--- config.mk ---
export PLATFORM = sky130hd
export DESIGN_NAME = ready_block_thread_queues
export DESIGN_NICKNAME = d
export VERILOG_FILES = /design/src/hw/rtl/rbtq_pkg.sv /design/src/hw/rtl/rbtq_cell.sv /design/src/hw/rtl/rbtq_chain.sv /design/src/hw/rtl/ready_block_thread_queues.sv
export SDC_FILE = /design/constraint.sdc
export NUM_CORES = 1
export LEC_CHECK = 0
export ABC_AREA = 0
export CAP_MARGIN = 25
export CORE_MARGIN = 5
export CORE_UTILIZATION = 65
export CTS_CLUSTER_SIZE = 24
export DETAILED_ROUTE_END_ITERATION = 8
export DONT_BUFFER_PORTS = 1
export PLACE_DENSITY_LB_ADDON = 0.05
export SLEW_MARGIN = 20
export SYNTH_ARGS = -nofsm -noshare
export SYNTH_HDL_FRONTEND = slang
export SYNTH_SLANG_ARGS = --single-unit
--- constraint.sdc ---
create_clock -name clk -period 10 [get_ports clk]
set_input_delay 1 -clock clk [delete_from_list [all_inputs] [get_ports clk]]
set_output_delay 1 -clock clk [all_outputs]
set_load 0.02 [all_outputs]
--- src/hw/rtl/rbtq_pkg.sv ---
`default_nettype none

package rbtq_pkg;

    // default sizing
    localparam int DEF_QUEUE_DEPTH = 16;
    localparam int DEF_ID_BITS     = 8;

    // fixed field widths of the stream payload
    localparam int REQ_BITS         = 3;
    localparam int TID_BITS         = 8;
    localparam int COUNT_BITS       = 5;
    localparam int IN_TDATA_BITS    = 16;
    localparam int OUT_TDATA_BITS   = 24;

    // request kinds
    localparam logic [REQ_BITS-1:0] REQ_ADD       = 3'd0;
    localparam logic [REQ_BITS-1:0] REQ_YIELD     = 3'd1;
    localparam logic [REQ_BITS-1:0] REQ_RESUME    = 3'd2;
    localparam logic [REQ_BITS-1:0] REQ_TERMINATE = 3'd3;
    localparam logic [REQ_BITS-1:0] REQ_BLOCK     = 3'd4;

    // per-cell and per-row control: load beats shift
    typedef struct packed {
        logic load;
        logic shift;
    } chain_ctrl_t;

endpackage

`default_nettype wire

--- src/hw/rtl/rbtq_cell.sv ---
`default_nettype none

module rbtq_cell
    import rbtq_pkg::*;
#(
    parameter int W = DEF_ID_BITS
)
(
    input  wire logic        clk,
    input  wire chain_ctrl_t ctrl,
    input  wire logic [W-1:0] din,
    input  wire logic [W-1:0] nbr,
    output logic      [W-1:0] q
);

    logic [W-1:0] q_reg;
    logic [W-1:0] q_next;

    // load from the shared bus, else take the neighbor toward the tail
    always_comb
    begin
        q_next = q_reg;
        if (ctrl.load)
        begin
            q_next = din;
        end
        else if (ctrl.shift)
        begin
            q_next = nbr;
        end
    end

    always_ff @(posedge clk)
    begin
        q_reg <= q_next;
    end

    assign q = q_reg;

endmodule

`default_nettype wire

--- src/hw/rtl/rbtq_chain.sv ---
`default_nettype none

module rbtq_chain
    import rbtq_pkg::*;
#(
    parameter int DEPTH = DEF_QUEUE_DEPTH,
    parameter int W     = DEF_ID_BITS,
    parameter int CNT_W = $clog2(DEPTH + 1)
)
(
    input  wire logic             clk,
    input  wire chain_ctrl_t      ctrl,
    input  wire logic [CNT_W-1:0] pos,
    input  wire logic [W-1:0]     din,
    output logic      [W-1:0]     head
);

    logic [W-1:0] cell_q [DEPTH];

    // row of cells, index 0 is the queue head
    for (genvar i = 0; i < DEPTH; i++)
    begin : g_cell
        chain_ctrl_t  cell_ctrl;
        logic [W-1:0] cell_nbr;

        assign cell_ctrl.load  = ctrl.load && (pos == CNT_W'(i));
        assign cell_ctrl.shift = ctrl.shift;

        if (i == DEPTH - 1)
        begin : g_last
            assign cell_nbr = '0;
        end
        else
        begin : g_mid
            assign cell_nbr = cell_q[i+1];
        end

        rbtq_cell #(
            .W (W)
        ) u_cell (
            .clk  (clk),
            .ctrl (cell_ctrl),
            .din  (din),
            .nbr  (cell_nbr),
            .q    (cell_q[i])
        );
    end

    assign head = cell_q[0];

endmodule

`default_nettype wire

--- src/hw/rtl/ready_block_thread_queues.sv ---
// channel  | direction | tdata (low bit first)                    | tuser
// s_axis   | in        | thread_id[7:0], disk_ready[8]            | req_type[2:0]
// m_axis   | out       | dispatch_valid[0], dispatch_id[8:1],     | -
//          |           | removed_any[9], overflow[10],            |
//          |           | ready_count[15:11], blocked_count[20:16] |
//
// add, yield, block and unknown kinds finish when accepted; resume first pushes, then releases
// terminate visits every ready entry once: the ready row rotates once through itself
// one request is in flight at a time; s_axis_tready stays low until the result is taken
// a stalled m_axis holds its result and blocks the next request
// after reset both queues are empty; queue cells need no clearing

`default_nettype none

module ready_block_thread_queues
    import rbtq_pkg::*;
#(
    parameter int QUEUE_DEPTH = DEF_QUEUE_DEPTH,
    parameter int ID_BITS     = DEF_ID_BITS
)
(
    input  wire logic                      clk,
    input  wire logic                      rst_n,
    input  wire logic                      s_axis_tvalid,
    output logic                           s_axis_tready,
    input  wire logic [IN_TDATA_BITS-1:0]  s_axis_tdata,   // thread_id, disk_ready
    input  wire logic [REQ_BITS-1:0]       s_axis_tuser,   // req_type
    output logic                           m_axis_tvalid,
    input  wire logic                      m_axis_tready,
    output logic      [OUT_TDATA_BITS-1:0] m_axis_tdata    // dispatch_valid, dispatch_id,
                                                           // removed_any, overflow,
                                                           // ready_count, blocked_count
);

    localparam int CNT_W = $clog2(QUEUE_DEPTH + 1);
    localparam int PAD_W = OUT_TDATA_BITS - 3 - TID_BITS - 2 * COUNT_BITS;

    typedef enum logic [2:0] {
        ST_IDLE   = 3'b001,
        ST_RESUME = 3'b010,
        ST_TERM   = 3'b100
    } state_t;

    state_t                      state_reg,     state_next;
    logic [CNT_W-1:0]            rfill_reg,     rfill_next;
    logic [CNT_W-1:0]            bfill_reg,     bfill_next;
    logic [CNT_W-1:0]            term_left_reg, term_left_next;
    logic [ID_BITS-1:0]          id_reg,        id_next;
    logic                        disk_reg,      disk_next;
    logic                        ovf_reg,       ovf_next;
    logic                        rm_reg,        rm_next;
    logic                        out_valid_reg, out_valid_next;
    logic [OUT_TDATA_BITS-1:0]   out_data_reg,  out_data_next;

    chain_ctrl_t        rctrl, bctrl;
    logic [CNT_W-1:0]   rpos, bpos;
    logic [ID_BITS-1:0] rdin, bdin, rhead, bhead;

    logic                in_accept;
    logic [REQ_BITS-1:0] req;
    logic [ID_BITS-1:0]  id_in;
    logic                disk_in;

    logic               finish;
    logic               res_dv, res_rm, res_ovf;
    logic [ID_BITS-1:0] res_did;

    assign s_axis_tready = (state_reg == ST_IDLE) && !out_valid_reg;
    assign in_accept     = s_axis_tvalid && s_axis_tready;
    assign req           = s_axis_tuser;
    assign id_in         = ID_BITS'(s_axis_tdata[TID_BITS-1:0]);
    assign disk_in       = s_axis_tdata[TID_BITS];

    // ready queue row
    rbtq_chain #(
        .DEPTH (QUEUE_DEPTH),
        .W     (ID_BITS),
        .CNT_W (CNT_W)
    ) u_ready (
        .clk  (clk),
        .ctrl (rctrl),
        .pos  (rpos),
        .din  (rdin),
        .head (rhead)
    );

    // blocked queue row
    rbtq_chain #(
        .DEPTH (QUEUE_DEPTH),
        .W     (ID_BITS),
        .CNT_W (CNT_W)
    ) u_blocked (
        .clk  (clk),
        .ctrl (bctrl),
        .pos  (bpos),
        .din  (bdin),
        .head (bhead)
    );

    // request sequencer
    always_comb
    begin
        state_next     = state_reg;
        rfill_next     = rfill_reg;
        bfill_next     = bfill_reg;
        term_left_next = term_left_reg;
        id_next        = id_reg;
        disk_next      = disk_reg;
        ovf_next       = ovf_reg;
        rm_next        = rm_reg;
        rctrl          = '0;
        bctrl          = '0;
        rpos           = rfill_reg;
        bpos           = bfill_reg;
        rdin           = id_in;
        bdin           = id_in;
        finish         = 1'b0;
        res_dv         = 1'b0;
        res_did        = '0;
        res_rm         = 1'b0;
        res_ovf        = 1'b0;

        unique case (state_reg)
            ST_IDLE:
            begin
                if (in_accept)
                begin
                    unique case (req)
                        REQ_ADD:
                        begin
                            if (rfill_reg < CNT_W'(QUEUE_DEPTH))
                            begin
                                rctrl.load = 1'b1;
                                rfill_next = rfill_reg + CNT_W'(1);
                            end
                            else
                            begin
                                res_ovf = 1'b1;
                            end
                            finish = 1'b1;
                        end
                        REQ_YIELD:
                        begin
                            if (rfill_reg != '0)
                            begin
                                rctrl.shift = 1'b1;
                                res_dv      = 1'b1;
                                res_did     = rhead;
                                rfill_next  = rfill_reg - CNT_W'(1);
                            end
                            finish = 1'b1;
                        end
                        REQ_BLOCK:
                        begin
                            if (bfill_reg < CNT_W'(QUEUE_DEPTH))
                            begin
                                bctrl.load = 1'b1;
                                bfill_next = bfill_reg + CNT_W'(1);
                            end
                            else
                            begin
                                res_ovf = 1'b1;
                            end
                            finish = 1'b1;
                        end
                        REQ_RESUME:
                        begin
                            ovf_next = 1'b0;
                            if (rfill_reg < CNT_W'(QUEUE_DEPTH))
                            begin
                                rctrl.load = 1'b1;
                                rfill_next = rfill_reg + CNT_W'(1);
                            end
                            else
                            begin
                                ovf_next = 1'b1;
                            end
                            disk_next  = disk_in;
                            state_next = ST_RESUME;
                        end
                        REQ_TERMINATE:
                        begin
                            id_next = id_in;
                            rm_next = 1'b0;
                            if (rfill_reg == '0)
                            begin
                                finish = 1'b1;
                            end
                            else
                            begin
                                term_left_next = rfill_reg;
                                state_next     = ST_TERM;
                            end
                        end
                        default:
                        begin
                            finish = 1'b1;
                        end
                    endcase
                end
            end
            ST_RESUME:
            begin
                // release the blocked head into the ready queue if disk_ready was set and it fits
                res_ovf = ovf_reg;
                rdin    = bhead;
                if ((bfill_reg != '0) && disk_reg)
                begin
                    if (rfill_reg < CNT_W'(QUEUE_DEPTH))
                    begin
                        rctrl.load  = 1'b1;
                        bctrl.shift = 1'b1;
                        rfill_next  = rfill_reg + CNT_W'(1);
                        bfill_next  = bfill_reg - CNT_W'(1);
                    end
                    else
                    begin
                        res_ovf = 1'b1;
                    end
                end
                finish     = 1'b1;
                state_next = ST_IDLE;
            end
            ST_TERM:
            begin
                // pop the head and append it at the tail unless it matches
                rdin        = rhead;
                rpos        = rfill_reg - CNT_W'(1);
                rctrl.shift = 1'b1;
                res_rm      = rm_reg;
                if (rhead != id_reg)
                begin
                    rctrl.load = 1'b1;
                end
                else
                begin
                    rfill_next = rfill_reg - CNT_W'(1);
                    rm_next    = 1'b1;
                    res_rm     = 1'b1;
                end
                term_left_next = term_left_reg - CNT_W'(1);
                if (term_left_reg == CNT_W'(1))
                begin
                    finish     = 1'b1;
                    state_next = ST_IDLE;
                end
            end
            default:
            begin
                state_next = ST_IDLE;
            end
        endcase
    end

    // result register
    always_comb
    begin
        out_valid_next = out_valid_reg;
        out_data_next  = out_data_reg;
        if (out_valid_reg && m_axis_tready)
        begin
            out_valid_next = 1'b0;
        end
        if (finish)
        begin
            out_valid_next = 1'b1;
            out_data_next  = {{PAD_W{1'b0}},
                              COUNT_BITS'(bfill_next),
                              COUNT_BITS'(rfill_next),
                              res_ovf,
                              res_rm,
                              TID_BITS'(res_did),
                              res_dv};
        end
    end

    always_ff @(posedge clk or negedge rst_n)
    begin
        if (!rst_n)
        begin
            state_reg     <= ST_IDLE;
            rfill_reg     <= '0;
            bfill_reg     <= '0;
            term_left_reg <= '0;
            disk_reg      <= 1'b0;
            ovf_reg       <= 1'b0;
            rm_reg        <= 1'b0;
            out_valid_reg <= 1'b0;
        end
        else
        begin
            state_reg     <= state_next;
            rfill_reg     <= rfill_next;
            bfill_reg     <= bfill_next;
            term_left_reg <= term_left_next;
            disk_reg      <= disk_next;
            ovf_reg       <= ovf_next;
            rm_reg        <= rm_next;
            out_valid_reg <= out_valid_next;
        end
    end

    // payload registers
    always_ff @(posedge clk)
    begin
        id_reg       <= id_next;
        out_data_reg <= out_data_next;
    end

    assign m_axis_tvalid = out_valid_reg;
    assign m_axis_tdata  = out_data_reg;

    // fill counts never pass the queue depth
    a_rfill_bound: assert property (@(posedge clk) disable iff (!rst_n)
        rfill_reg <= CNT_W'(QUEUE_DEPTH))
        else $error("ready fill above depth");

    a_bfill_bound: assert property (@(posedge clk) disable iff (!rst_n)
        bfill_reg <= CNT_W'(QUEUE_DEPTH))
        else $error("blocked fill above depth");

    // a terminate walk never grows the ready queue
    a_term_shrinks: assert property (@(posedge clk) disable iff (!rst_n)
        (state_reg == ST_TERM) |=> (rfill_reg <= $past(rfill_reg)))
        else $error("ready fill grew during terminate");

    // a yield on a non-empty queue pops one entry and reports at once
    a_yield_pop: assert property (@(posedge clk) disable iff (!rst_n)
        (in_accept && (req == REQ_YIELD) && (rfill_reg != '0))
        |=> (m_axis_tvalid && m_axis_tdata[0] &&
             (rfill_reg == $past(rfill_reg) - CNT_W'(1))))
        else $error("yield did not pop the ready head");

    // while a request is in flight no result is pending
    a_busy_no_result: assert property (@(posedge clk) disable iff (!rst_n)
        (state_reg != ST_IDLE) |-> !m_axis_tvalid)
        else $error("result pending during multi-cycle request");

endmodule

`default_nettype wire
# Yosys cells after proc, flatten, opt, wreduce, memory -nomap -nowiden
# Index checks and enable logic that the tools add are counted.
[totals]
register_bits = 307
latch_bits = 0
ram_bits = 0
mem_bits_ro = 0
output_inout_bits = 26
word_cells = 302
n_memories = 0
[classes]
add_sub_neg = 5
multipliers = 0
div = 0
magnitude_cmp = 2
n_eq_ne = 45
shift = 0
muxes = 120
bitwise = 0
reduce_logical = 85
[op_table]
columns = ["op", "n"]
rows = [
  ["two-way mux 8 bit", 64],
  ["== test 5 x 4 -> 1 bit, second input constant", 16],
  ["two-way mux 5 bit", 14],
  ["nonzero test 2 bit", 34],
  ["== test 5 x 3 -> 1 bit, second input constant", 8],
  ["logical AND 1 bit", 36],
  ["case mux 5 bit (2 select lines)", 3],
  ["two-way mux 1 bit", 24],
  ["== test 5 x 2 -> 1 bit, second input constant", 4],
  ["case mux 8 bit (2 select lines)", 1],
  ["== test 5 x 1 -> 1 bit, second input constant", 3],
  ["zero test 5 bit", 3],
  ["case mux 5 bit (3 select lines)", 1],
  ["subtractor 5 x 1 -> 5 bit, second input constant", 3],
  ["case mux 3 bit (2 select lines)", 2],
  ["AND reduction 4 bit", 3],
  ["adder 5 x 1 -> 5 bit, second input constant", 2],
  ["less-than comparator 5 bit, second input constant", 2],
  ["case mux 1 bit (2 select lines)", 5],
  ["nonzero test 5 bit", 2],
  ["== test 3 x 2 -> 1 bit, second input constant", 3],
  ["two-way mux 3 bit", 3],
  ["AND reduction 3 bit", 3],
  ["!= test 8 bit", 1],
  ["12 further kinds", 17],
]

# Longest topological paths before layout
[logic_depth]
ltp_word = 7
ltp_mapped = 10
depth_no_buf = 7

# Hierarchy
# Synthesis repeated with hierarchy kept, for this count alone.
[hier_totals]
hier_cells = 889
hier_area_um2 = 15153.3
[modules_own_cells]
columns = ["module", "instances", "cells_per_inst", "area_each_um2", "seq_area_each_um2"]
rows = [
  ["rbtq_cell", 32, 18, 377.9, 240.2],
  ["ready_block_thread_queues", 1, 265, 2791.4, 1422.6],
  ["rbtq_chain", 2, 24, 135.1, 0.0],
]

# Worst setup path before layout
# No wires, ideal clock.
[synth_timing]
path_kind = "register -> register"
start = "register rfill_reg[0]"
end = "register out_data_reg[0], in the netlist m_axis_tdata[0] (enable)"
setup_time_ns = 0.431
arrival_time_ns = 3.406
t_required_ns = 9.569
setup_slack_ns = 6.164
path_stages_with_launch = 7
synth_period_minus_slack_ns = 3.836
path_cell_list = "dfrtp_1 clkbuf_1 inv_1 ha_1 nor4b_1 a21oi_1 o21ai_0"
[synth_via]
elab_chain_cells = 5
[synth_lines]
columns = ["item", "line", "rtl"]
rows = [
  ["start: declaration", "ready_block_thread_queues.sv:45", "logic [CNT_W-1:0] rfill_reg, rfill_next;"],
  ["start signal: assignment", "ready_block_thread_queues.sv:293", "rfill_reg <= rfill_next;"],
  ["zero test 5 bit", "ready_block_thread_queues.sv:185", "if (rfill_reg == '0)"],
  ["two-way mux 1 bit", "ready_block_thread_queues.sv:185", ""],
  ["case mux 1 bit (2 select lines)", "ready_block_thread_queues.sv:128", "unique case (req)"],
  ["two-way mux 1 bit", "ready_block_thread_queues.sv:126", "if (in_accept)"],
  ["case mux 1 bit (3 select lines)", "ready_block_thread_queues.sv:123", "unique case (state_reg)"],
  ["net finish", "ready_block_thread_queues.sv:64", "logic finish;"],
  ["end signal: assignment", "ready_block_thread_queues.sv:307", "out_data_reg <= out_data_next;"],
  ["end: declaration", "ready_block_thread_queues.sv:53", "logic [OUT_TDATA_BITS-1:0] out_data_reg, out_data_next;"],
]
# The timed path passes the listed nets, and every way through them passes these cells.
# A chain may end at the register's enable or synchronous reset.

# Final worst setup path
[layout_timing]
start = "register rfill_reg[0]"
end = "register u_ready.g_cell[1].u_cell.q_reg[4] (enable)"
[layout_via]
elab_chain_cells = 7
word_cells_on_any_way = 15
[layout_lines]
columns = ["item", "line", "rtl"]
rows = [
  ["less-than comparator 5 bit", "ready_block_thread_queues.sv:131, ready_block_thread_queues.sv:169, ready_block_thread_queues.sv:209", ""],
  ["two-way mux 1 bit", "ready_block_thread_queues.sv:131, ready_block_thread_queues.sv:169, ready_block_thread_queues.sv:209", ""],
  ["two-way mux 1 bit", "n/a", ""],
  ["two-way mux 2 bit", "ready_block_thread_queues.sv:126", ""],
  ["case mux 1 bit (3 select lines)", "ready_block_thread_queues.sv:123", ""],
  ["logical AND 1 bit", "rbtq_chain.sv:26", "assign cell_ctrl.load = ctrl.load && (pos == CNT_W'(i));"],
  ["nonzero test 2 bit (no source line) *", "n/a", ""],
  ["end signal: assignment", "rbtq_cell.sv:35", "q_reg <= q_next;"],
  ["end: declaration", "rbtq_cell.sv:16", "logic [W-1:0] q_reg;"],
]
# Every way passes the cells marked *; elsewhere a longest branch is shown, timed or not.

==> results_dict.tcl <==
set metrics [dict create \
    run_status "finished clean" \
    dp.cells 1167 \
    clock-skew-final_ns 0.0250 \
    postCtsSetupRepairBufs 0 \
    postSynthAreaPerCell_um2 15.7 \
    critical_path.max_stage_delay_ns 0.78 \
    grtUsageMet3_pct 3.31 \
    via_per_inst 6.34 \
    number_of_synthesis_warnings 0 \
    clk_pin_slew_worst_paths_ns 0.06 \
    timing_hold_violations_final 0 \
    synth_enable_flop_cells 285 \
    post_route_cells_drive_above_1_share_pct 35.1 \
    netlist_instances 942 \
    power_per_standard_cell_area_nw_per_um2 191 \
    timing.final.crit_share_pct 40.0 \
    floorplan.initialDensity_pct 65.8 \
    critical_path_required_ns 10.22 \
    drt_pre_antenna_iters 6 \
    path_class "reg -> reg" \
    worst_ir_drop_vdd_mv 0.137 \
    max_slew_violation_count 0 \
    die_height_um 161 \
    max_freq_mhz 250 \
    tritoncts "yes" \
    clk_root_buffer_cell "clkbuf_16" \
    drc 0 \
    synth_sequential_area_ratio_pct 61.6 \
    cts_num_sinks 307 \
    async_flop_share_pct 7.17 \
    max_slew.worst_pin.slew_ns 1.07 \
    post_synth_instance_area_um2 14800 \
    path_class_of_the_lowest_slack_min_delay_path "in -> async" \
    worstSkewPairLatency_ns 0.57 \
    vias 7783 \
    global_route_wire_length_before_repair_um 43500 \
    total_leakage_power_nw 5.64 \
    track_usage_pct 20.9 \
    overall_routed_net_length_um 27100 \
    post-route-min-period_ns 4.00 \
    routabilityCongestion 0.922 \
    diodes 0 \
    gr-total-overflow 0 \
    yosys.cell_types.count 64 \
    global_route.usage.met2_pct 36.1 \
    grt_pass1_vias 7997 \
    critical_path.max_fanout 12 \
    ioPinCount 49 \
    grt_antenna_before_repair 0 \
    layout-area-overhead-vs-synth_pct 7.53 \
    relative_max_transition_margin_pct 26.6 \
    worst-path-buf-inv 1 \
    postCtsHoldBufs 0 \
    max-clock-path-buffers 3 \
    floorplan.core_area_um2 22500 \
    design.final.nets 949 \
    critical_path.cell_chain "inv_1 -> ha_1 -> nor3b_1 -> xnor2_1 -> nand4_1 -> a221oi_4 -> nand2b_1" \
    cap_viol_max_count 0 \
    timing.critical_path.max_delay_family "simple AND/OR/NAND/NOR gates" \
    portBuffers 0 \
    maximum_number_of_pins_on_one_net_before_global_route_repair 30 \
    route.detailed.wl_per_inst_um 22.1 \
    postRouteAntennaNets 0 \
    drt_first_iter_violations 602 \
    die_width_um 161 \
    cts-htree-levels 1 \
    yosys_register_bits 307 \
    yosys_most_used_dff "edfxtp_1" \
    critical_path_arrival_ns 4.22 \
    summed_negative_setup_slack_over_all_endpoints_ns 0 \
    place.detailed.hpwl_um 18200 \
    globalRouteMet1Util_pct 27.9 \
    rows 55 \
    crit_path_start_kind "register" \
    setup_violations 0 \
    cts_inserted_buffers 31 \
    layoutNonFillerInstCount 1227 \
    fp.dieArea_um2 25900 \
    resized_after_cts 0 \
    rsz0062_at_grt "no" \
    grt-busiest-layer "met2" \
    timing.critical_path.to_type "register" \
    cell_with_the_largest_stage_delay_on_the_worst_path "a221oi_4" \
]
routing by layer:
layer | wire length, um | vias up | share of wire (%)
met2 | 13700 | 227 | 50
met5 | 0 | - | 0
met3 | 1130 | 63 | 4.2
li1 | - | 3570 | -
met1 | 11600 | 3923 | 43
met4 | 745 | 0 | 2.7
Yosys cell counts (3+ instances only):
| cell | n | area, um2 |
|---|---|---|
| a221oi_4 | 15 | 394 |
| nand3_1 | 10 | 50.1 |
| a21o_1 | 5 | 37.5 |
| clkbuf_1 | 52 | 195 |
| mux2_4 | 72 | 1080 |
| nor3_1 | 11 | 55.1 |
| nand4b_1 | 3 | 26.3 |
| nor2b_1 | 5 | 31.3 |
| dfrtp_1 | 21 | 526 |
| nand2_1 | 29 | 109 |
| nand2b_1 | 31 | 194 |
| buf_6 | 3 | 33.8 |
| nor2_1 | 26 | 97.6 |
| o21a_1 | 3 | 22.5 |
| nand4_1 | 8 | 50.1 |
| and2_1 | 13 | 81.3 |
| nor3b_1 | 12 | 90.1 |
| edfxtp_1 | 285 | 8560 |
| and4_1 | 3 | 26.3 |
| a21oi_1 | 16 | 80.1 |
| o221ai_1 | 3 | 26.3 |
| a31oi_1 | 6 | 37.5 |
| a22oi_1 | 10 | 75.1 |
| o21ai_0 | 16 | 80.1 |
| or2_2 | 5 | 31.3 |
| mux2_2 | 171 | 1930 |
| buf_2 | 4 | 20.0 |
| buf_4 | 5 | 37.5 |
| xnor2_1 | 13 | 114 |
| mux2i_1 | 6 | 60.1 |
| inv_1 | 14 | 52.6 |
| ha_1 | 9 | 113 |
| and3_1 | 21 | 131 |
metrics by stage:
stage	setup WS, ns	total power [mW]	instance area (um2)	utilization (%)	hold slack (ns)
after floorplan	6.16	1.85	14800	-	0.473
after global placement	6.13	1.92	14900	66.2	0.483
after detailed placement	6.02	1.94	14900	66.2	0.489
after CTS	6.02	3.05	15900	70.6	0.108
after global routing	5.82	3.15	15900	70.7	0.108
final	6.00	3.04	15900	70.7	0.132
final timing paths:
kind	startpoint	to	slack, ns	depth (start not counted)
worst max-delay path	rfill_reg[0]	u_ready.g_cell[1].u_cell.q[4]	6.00	7
worst min-delay path	rst_n	bfill_reg[0]	0.13	0
worst max register to register	rfill_reg[0]	u_ready.g_cell[1].u_cell.q[4]	6.00	7
worst min register to register	ovf_reg	ovf_reg	0.50	1
max in group asynchronous	rst_n	state_reg[0]	9.70	0
min in group clk	ovf_reg	ovf_reg	0.50	1
cell usage in the layout (no fill, tap or decap), types with 11 or more instances in the layout:
master	n
and2_1	13
dfrtp_1	21
and3_1	21
a221oi_4	15
nor3b_1	11
o21ai_0	15
clkbuf_16	31
nor3_1	11
nand2b_1	31
a21oi_1	16
nand2_1	29
nor2_1	26
inv_1	14
mux2_4	72
xnor2_1	13
edfxtp_1	285
mux2_2	171
kinds of logic after synthesis:
group	Yosys count	synth area share (%)
flops	307	61.6
simple gates	191	7.48
mux	249	20.7
xor+xnor	13	0.769
fa+ha+maj	9	0.761
buf+inv	81	2.48
other cells	1	0.0253
compound gates	91	6.19
power breakdown:
group          switching (mW)  internal, mW
clock                   0.471         0.643
combinational           0.231         0.130
sequential             0.0911          1.47
cell type report:
class | count | area, um2
Fill cell | 1414 | 6590
Clock buffer | 37 | 828
Inverter | 14 | 52.6
Timing Repair Buffer | 7 | 47.5
Tap cell | 285 | 357
Multi-Input combinational cell | 556 | 5340
Clock inverter | 21 | 173
Sequential cell | 307 | 9110
(Power assumes the default switching activity.)
